## src/rtl/mld_pkg.sv

```systemverilog
// ----------------------------------------------------------------------------
// Marker length deframer package
// Shared widths, phase codes, result kinds and the sync marker table.
// ----------------------------------------------------------------------------
package mld_pkg;

  localparam int LENGTH_BITS   = 16;
  localparam int MARKER_LEN    = 6;
  localparam int LEN_BYTES     = (LENGTH_BITS + 7) / 8;
  localparam int HDR_BYTES     = MARKER_LEN + LEN_BYTES;
  localparam int TRAILER_BYTES = 2;
  localparam int MIN_FRAME     = HDR_BYTES + TRAILER_BYTES;
  localparam int BLOCK_BITS    = 4;

  typedef logic [LENGTH_BITS-1:0] len_t;
  typedef logic [2:0]             match_t;
  typedef logic [1:0]             phase_t;
  typedef logic [1:0]             kind_t;

  localparam phase_t PH_HUNT    = 2'd0;
  localparam phase_t PH_LENGTH  = 2'd1;
  localparam phase_t PH_PAYLOAD = 2'd2;
  localparam phase_t PH_TRAILER = 2'd3;

  localparam kind_t KIND_PAYLOAD    = 2'd0;
  localparam kind_t KIND_LAST       = 2'd1;
  localparam kind_t KIND_EMPTY      = 2'd2;
  localparam kind_t KIND_BAD_LENGTH = 2'd3;

  localparam len_t   MIN_FRAME_LEN  = len_t'(MIN_FRAME);
  localparam len_t   LEN_BYTES_LEN  = len_t'(LEN_BYTES);
  localparam len_t   TRAILER_LEN    = len_t'(TRAILER_BYTES);
  localparam match_t MARKER_LEN_M   = match_t'(MARKER_LEN);

  function automatic logic [7:0] marker_byte(input match_t idx);
    logic [7:0] b;
    case (idx)
      3'd0:    b = 8'h24;
      3'd1:    b = 8'h49;
      3'd2:    b = 8'h44;
      3'd3:    b = 8'h53;
      3'd4:    b = 8'h53;
      3'd5:    b = 8'h45;
      default: b = 8'h24;
    endcase
    return b;
  endfunction

endpackage

```

## src/rtl/marker_length_deframer_unit.sv

```systemverilog
// ----------------------------------------------------------------------------
// Marker length deframer unit
// Hunts for the sync marker, reads the big-endian frame length, emits the
// payload bytes, reports empty and too-short frames, and skips the trailer.
// ----------------------------------------------------------------------------
//   Channel | Direction | Handshake               | Beat fields
//   in      | input     | in_valid_i, in_stall_o  | data_byte_i
//   out     | output    | out_valid_o, out_stall_i| payload_byte_o, result_kind_o,
//           |           |                         | block_aligned_o
//
// One byte can be accepted every cycle while the output is not stalled;
// a beat passes through the input register and then the result register.
// The input register advances whenever the result register is empty or is
// being taken, so a stall on the output reaches the input in the same cycle.
// Reset clears the valid flags and returns the deframer to marker hunting.
module marker_length_deframer_unit (
  input  logic       clk_i,
  input  logic       rst_ni,
  input  logic       in_valid_i,
  output logic       in_stall_o,
  input  logic [7:0] data_byte_i,
  output logic       out_valid_o,
  input  logic       out_stall_i,
  output logic [7:0] payload_byte_o,
  output logic [1:0] result_kind_o,
  output logic       block_aligned_o
);

  logic                in_valid_q;
  logic [7:0]          in_byte_q;
  logic                advance;

  mld_pkg::phase_t     phase_q, phase_d;
  mld_pkg::match_t     matched_q, matched_d;
  mld_pkg::len_t       frame_len_q, frame_len_d;
  mld_pkg::len_t       position_q, position_d;

  logic                res_valid;
  logic [7:0]          res_byte;
  mld_pkg::kind_t      res_kind;
  logic                res_aligned;

  logic                out_valid_q;
  logic [7:0]          out_byte_q;
  mld_pkg::kind_t      out_kind_q;
  logic                out_aligned_q;

  mld_pkg::len_t       pos_inc;
  mld_pkg::len_t       payload_count;
  mld_pkg::len_t       shifted_len;
  mld_pkg::match_t     match_base;

  assign advance    = !out_valid_q || !out_stall_i;
  assign in_stall_o = in_valid_q && !advance;

  always_ff @(posedge clk_i or negedge rst_ni) begin
    if (!rst_ni) begin
      in_valid_q <= 1'b0;
    end else if (!in_stall_o) begin
      in_valid_q <= in_valid_i;
    end
  end

  always_ff @(posedge clk_i) begin
    if (!in_stall_o && in_valid_i) begin
      in_byte_q <= data_byte_i;
    end
  end

  assign pos_inc       = position_q + 1'b1;
  assign payload_count = frame_len_q - mld_pkg::MIN_FRAME_LEN;
  assign shifted_len   = mld_pkg::len_t'({frame_len_q, in_byte_q});
  assign match_base    = (matched_q >= mld_pkg::MARKER_LEN_M) ? 3'd0 : matched_q;

  always_comb begin
    phase_d     = phase_q;
    matched_d   = matched_q;
    frame_len_d = frame_len_q;
    position_d  = position_q;
    res_valid   = 1'b0;
    res_byte    = 8'd0;
    res_kind    = mld_pkg::KIND_PAYLOAD;
    res_aligned = 1'b0;
    unique case (phase_q)
      mld_pkg::PH_LENGTH: begin
        frame_len_d = shifted_len;
        position_d  = pos_inc;
        if (pos_inc >= mld_pkg::LEN_BYTES_LEN) begin
          position_d = '0;
          if (shifted_len < mld_pkg::MIN_FRAME_LEN) begin
            phase_d   = mld_pkg::PH_HUNT;
            res_valid = 1'b1;
            res_kind  = mld_pkg::KIND_BAD_LENGTH;
          end else if (shifted_len == mld_pkg::MIN_FRAME_LEN) begin
            phase_d     = mld_pkg::PH_TRAILER;
            res_valid   = 1'b1;
            res_kind    = mld_pkg::KIND_EMPTY;
            res_aligned = 1'b1;
          end else begin
            phase_d = mld_pkg::PH_PAYLOAD;
          end
        end
      end
      mld_pkg::PH_PAYLOAD: begin
        position_d = pos_inc;
        res_valid  = 1'b1;
        res_byte   = in_byte_q;
        if (pos_inc >= payload_count) begin
          position_d  = '0;
          phase_d     = mld_pkg::PH_TRAILER;
          res_kind    = mld_pkg::KIND_LAST;
          res_aligned = (payload_count[mld_pkg::BLOCK_BITS-1:0] == '0);
        end
      end
      mld_pkg::PH_TRAILER: begin
        position_d = pos_inc;
        if (pos_inc >= mld_pkg::TRAILER_LEN) begin
          position_d = '0;
          phase_d    = mld_pkg::PH_HUNT;
        end
      end
      mld_pkg::PH_HUNT: begin
        if (in_byte_q == mld_pkg::marker_byte(match_base)) begin
          matched_d = match_base + 1'b1;
        end else begin
          matched_d = (in_byte_q == mld_pkg::marker_byte(3'd0)) ? 3'd1 : 3'd0;
        end
        if (matched_d == mld_pkg::MARKER_LEN_M) begin
          matched_d   = '0;
          frame_len_d = '0;
          position_d  = '0;
          phase_d     = mld_pkg::PH_LENGTH;
        end
      end
    endcase
  end

  always_ff @(posedge clk_i or negedge rst_ni) begin
    if (!rst_ni) begin
      phase_q     <= mld_pkg::PH_HUNT;
      matched_q   <= '0;
      frame_len_q <= '0;
      position_q  <= '0;
      out_valid_q <= 1'b0;
    end else if (advance) begin
      out_valid_q <= in_valid_q && res_valid;
      if (in_valid_q) begin
        phase_q     <= phase_d;
        matched_q   <= matched_d;
        frame_len_q <= frame_len_d;
        position_q  <= position_d;
      end
    end
  end

  always_ff @(posedge clk_i) begin
    if (advance && in_valid_q && res_valid) begin
      out_byte_q    <= res_byte;
      out_kind_q    <= res_kind;
      out_aligned_q <= res_aligned;
    end
  end

  assign out_valid_o     = out_valid_q;
  assign payload_byte_o  = out_byte_q;
  assign result_kind_o   = out_kind_q;
  assign block_aligned_o = out_aligned_q;

endmodule
```

## config.mk

```make
export PLATFORM = sky130hd
export DESIGN_NAME = marker_length_deframer_unit
export DESIGN_NICKNAME = d
export VERILOG_FILES = /design/src/rtl/mld_pkg.sv /design/src/rtl/marker_length_deframer_unit.sv
export SDC_FILE = /design/constraint.sdc
export NUM_CORES = 1
export LEC_CHECK = 0
export ABC_AREA = 1
export BUFFER_PORTS_ARGS = -buffer_cell sky130_fd_sc_hd__buf_4
export CELL_PAD_IN_SITES_DETAIL_PLACEMENT = 2
export CELL_PAD_IN_SITES_GLOBAL_PLACEMENT = 2
export CORE_MARGIN = 1
export CORE_UTILIZATION = 35
export CTS_CLUSTER_SIZE = 25
export DETAILED_ROUTE_END_ITERATION = 7
export PLACE_DENSITY = 0.79
export RECOVER_POWER = 25
export SLEW_MARGIN = 25
export SYNTH_ARGS = -nofsm -noshare
export SYNTH_HDL_FRONTEND = slang
export SYNTH_SLANG_ARGS = --single-unit
```

## constraint.sdc

```tcl
create_clock -name clk_i -period 7.1 [get_ports clk_i]
set_input_delay 0.355 -clock clk_i [delete_from_list [all_inputs] [get_ports clk_i]]
set_output_delay 0.355 -clock clk_i [all_outputs]
set_load 0.02 [all_outputs]
```

==> flow_metrics.py <==
metrics = {
    "outcome": {
        "outcome": "finished with violations",
        "violations": "max-capacitance violations, max-slew violations",
    },
    "global_routing": {
        "largest_net_degree_at_the_start_of_global_routing": 40,
        "wire_length_of_the_first_global_routing_pass_um": 20100,
        "initial_antenna_violation_count": 0,
        "grt.overflow.total": 0,
        "grtUsageTotal_pct": 23.2,
        "grt_pass1_vias": 3878,
    },
    "cts": {
        "tritoncts.num_buffers": 9,
        "clock_sinks": 58,
        "cts.path.max_buffers": 2,
        "cts.clk_slew.worst_paths_ns": 0.07,
        "h-tree-depth": 3,
        "postCtsSetupRepairBufs": 0,
        "holdBufCountCts": 0,
        "cts_tree": "built",
        "ctsResizeCount": 0,
        "clock_tree.root_cell": "sky130_fd_sc_hd__clkbuf_8",
        "clock_latency_ns": 0.35,
    },
    "die": {
        "die_y_um": 107,
        "floorplan.die.width_um": 107,
        "design.die.area_sq_mm": 0.0114,
        "rows": 37,
        "pin_count": 25,
        "start_util_pct": 36.6,
        "core_sq_mm": 0.0105,
    },
    "critical_path": {
        "critical_path.max_fanout": 4,
        "crit_start": "frame_len_q[1]",
        "criticalPathCategory": "reg -> reg",
        "timing.rr.end": "block_aligned_o",
        "path_depth": 22,
        "critical_path.cell_chain": "inv_1, ha_1, nor2_1, inv_1, nand2_1, nor3_1, nand3_1, nor3_1, nand2_1, nor3_1, xor2_1, inv_1, ha_1, nand2_1, inv_1, nand3_1, nor3_1, nand3_1, nand3_1, nand2_1, or2_2, a21oi_1",
        "register_to_register_path_setup_slack_ns": 3.15,
        "critPathMaxStageDelay_ns": 0.42,
        "worstSetupStartpointType": "register",
        "critPathSlowestCell": "sky130_fd_sc_hd__dfrtp_1",
        "path_delay_family": "simple AND/OR/NAND/NOR gates",
        "timing.reg2reg.worst_path_depth": 22,
        "worst-path-buf-inv": 4,
        "endpoint_class_of_the_critical_path": "register",
        "r2r-start": "frame_len_q[1]",
        "worstPathRequired_ns": 7.31,
        "critical_path_arrival_ns": 4.16,
    },
    "synthesis": {
        "complex_gate_fraction_of_the_synthesized_area_pct": 9.87,
        "postSynthRegisterBits": 58,
        "largest_family_of_logic_cells_by_synthesized_area": "simple AND/OR/NAND/NOR gates",
        "synthesis.area_sq_mm": 0.00383,
        "post_synth.cell_area_avg_sq_um": 7.52,
        "synth_xor_xnor_area_share_pct": 3.43,
        "synthesis.instances": 509,
        "synthSimpleGateAreaFrac_pct": 29.2,
        "synthDistinctLibCells": 30,
        "synth_fa_ha_area_share_pct": 7.52,
        "synth.yosys.seq_area_share_pct": 40.4,
        "post_synth_mux_area_share_pct": 0,
        "synth_fp_nets": 544,
        "synth_warnings": 0,
    },
    "drt": {
        "detail_route.first_pass.iterations": 4,
        "drc_errors": 0,
        "drt-wirelength-per-cell_um": 18.1,
        "avgViaCountPerCell": 5.26,
        "routed-via-count": 3533,
        "detailedRoute.firstIterationViolations": 90,
        "ant_nets": 0,
        "routed_wire_length_um": 12200,
    },
    "timing": {
        "hold_ws_ns": 0.196,
        "worst_pin_slew_ns": 2.41,
        "timing.final.max_slew_violations": 40,
        "fmax_mhz": 253,
        "finalHoldViolCount": 0,
        "finClkSkew_ns": 0.00801,
        "setup_total_negative_slack_ns": 0,
        "rsz0062_at_grt": "false",
        "setup_violations": 0,
        "max_slew_margin_pct": -61.0,
        "final.period_utilization_pct": 55.6,
        "timing.final.crit_period_ns": 3.95,
    },
    "pwr": {
        "vdd_ir_drop_max_uv": 104,
        "total_power_mw": 1.43,
        "leakagePower_nw": 2.10,
        "power_per_cell_area_mw_per_mm2": 333,
    },
    "worst_hold_path": {
        "worst_hold_path_type": "in -> reg",
        "hold_end": "in_byte_q[4]",
        "min_path_cells": 1,
        "hold_path.startpoint": "data_byte_i[4]",
    },
    "run": {
        "cap_violations": 1,
    },
    "layout": {
        "layout.cells.most_common_list": "sky130_fd_sc_hd__nand2_1, sky130_fd_sc_hd__inv_1, sky130_fd_sc_hd__nor2_1",
        "nets": 567,
        "area_growth_pct": 12.2,
        "leading_cell_type_in_the_layout_fill_and_taps_excluded": "sky130_fd_sc_hd__nand2_1",
        "post_route_cells_drive_above_1_share_pct": 9.14,
        "diodes": 0,
    },
    "placed_design": {
        "numPortBuffers": 24,
        "gp_routability_congestion": 0.846,
        "dp.final_hpwl_um": 9310,
    },
}
==> registers in the layout, indices dropped and copies added, names as in the netlist <==
register and count:
in_valid_q 1, in_byte_q 8, matched_q 3, block_aligned_o 1, position_q 16, result_kind_o 2, out_valid_o 1, frame_len_q 16
phase_q 2, payload_byte_o 8
==> per-stage QoR <==
step / worst slack [ns] / instance area (sq um) / utilization (%) / instances
CTS: 3.07 / 4300 / 41.1 / 672
global placement: 3.36 / 4120 / 39.4 / 657
floorplan: 3.75 / 3830 / - / 509
global route: 2.76 / 4300 / 41.1 / 672
detailed placement: 3.12 / 4120 / 39.4 / 657
finish: 3.15 / 4300 / 41.1 / 672
==> power breakdown <==
group          internal, mW  switching, mW  total (mW)
sequential            0.407         0.0559       0.463
combinational         0.217          0.458       0.675
clock                 0.157          0.138       0.294
==> cell usage after synthesis (all sizes together) <==
cell / instances / share of area [%]
nand2: 118 / 12
inv: 81 / 7.9
nor2: 46 / 4.6
o21ai: 43 / 5.6
dfrtp: 39 / 25
nand4: 37 / 6.0
nand3: 35 / 4.7
ha: 23 / 7.5
edfxtp: 19 / 15
a21oi: 18 / 2.9
xor2: 14 / 3.2
clkbuf: 9 / 0.88
nor3: 9 / 1.2
buf: 3 / 0.62
or2: 3 / 0.49
clkinv: 2 / 0.20
nand3b: 2 / 0.39
o211ai: 2 / 0.39
o21bai: 2 / 0.39
o22ai: 2 / 0.33
o31ai: 1 / 0.20
xnor2: 1 / 0.23
==> worst max-delay path by stage <==
stage | end | slack [ns]
finish | block_aligned_o | 3.15
global route | block_aligned_o | 2.76
CTS | block_aligned_o | 3.07
detailed placement | block_aligned_o | 3.12
global placement | block_aligned_o | 3.36
floorplan | position_q[13] | 3.75
==> cell type report <==
type / count / area (sq um)
Fill cell: 1246 / 6170
Multi-Input combinational cell: 356 / 1920
Sequential cell: 58 / 1550
Inverter: 83 / 312
Timing Repair Buffer: 24 / 176
Tap cell: 136 / 170
Clock buffer: 10 / 128
Clock inverter: 5 / 47.5
==> metal layers <==
metal	up-vias	wire length (um)	share of wire, %	global-route usage (%)
met4	0	289	2.4	9.10
met5	-	0	0	0
li1	1724	-	-	-
met1	1760	5550	46	28.9
met2	30	6120	50	40.3
met3	19	206	1.7	3.34
==> kinds of logic after synthesis <==
logic type / after synthesis
xor+xnor: 15
fa+ha+maj: 23
compound gates: 68
flops: 58
buf+inv: 95
simple gates: 250
Power figures use the tool's default switching activity.
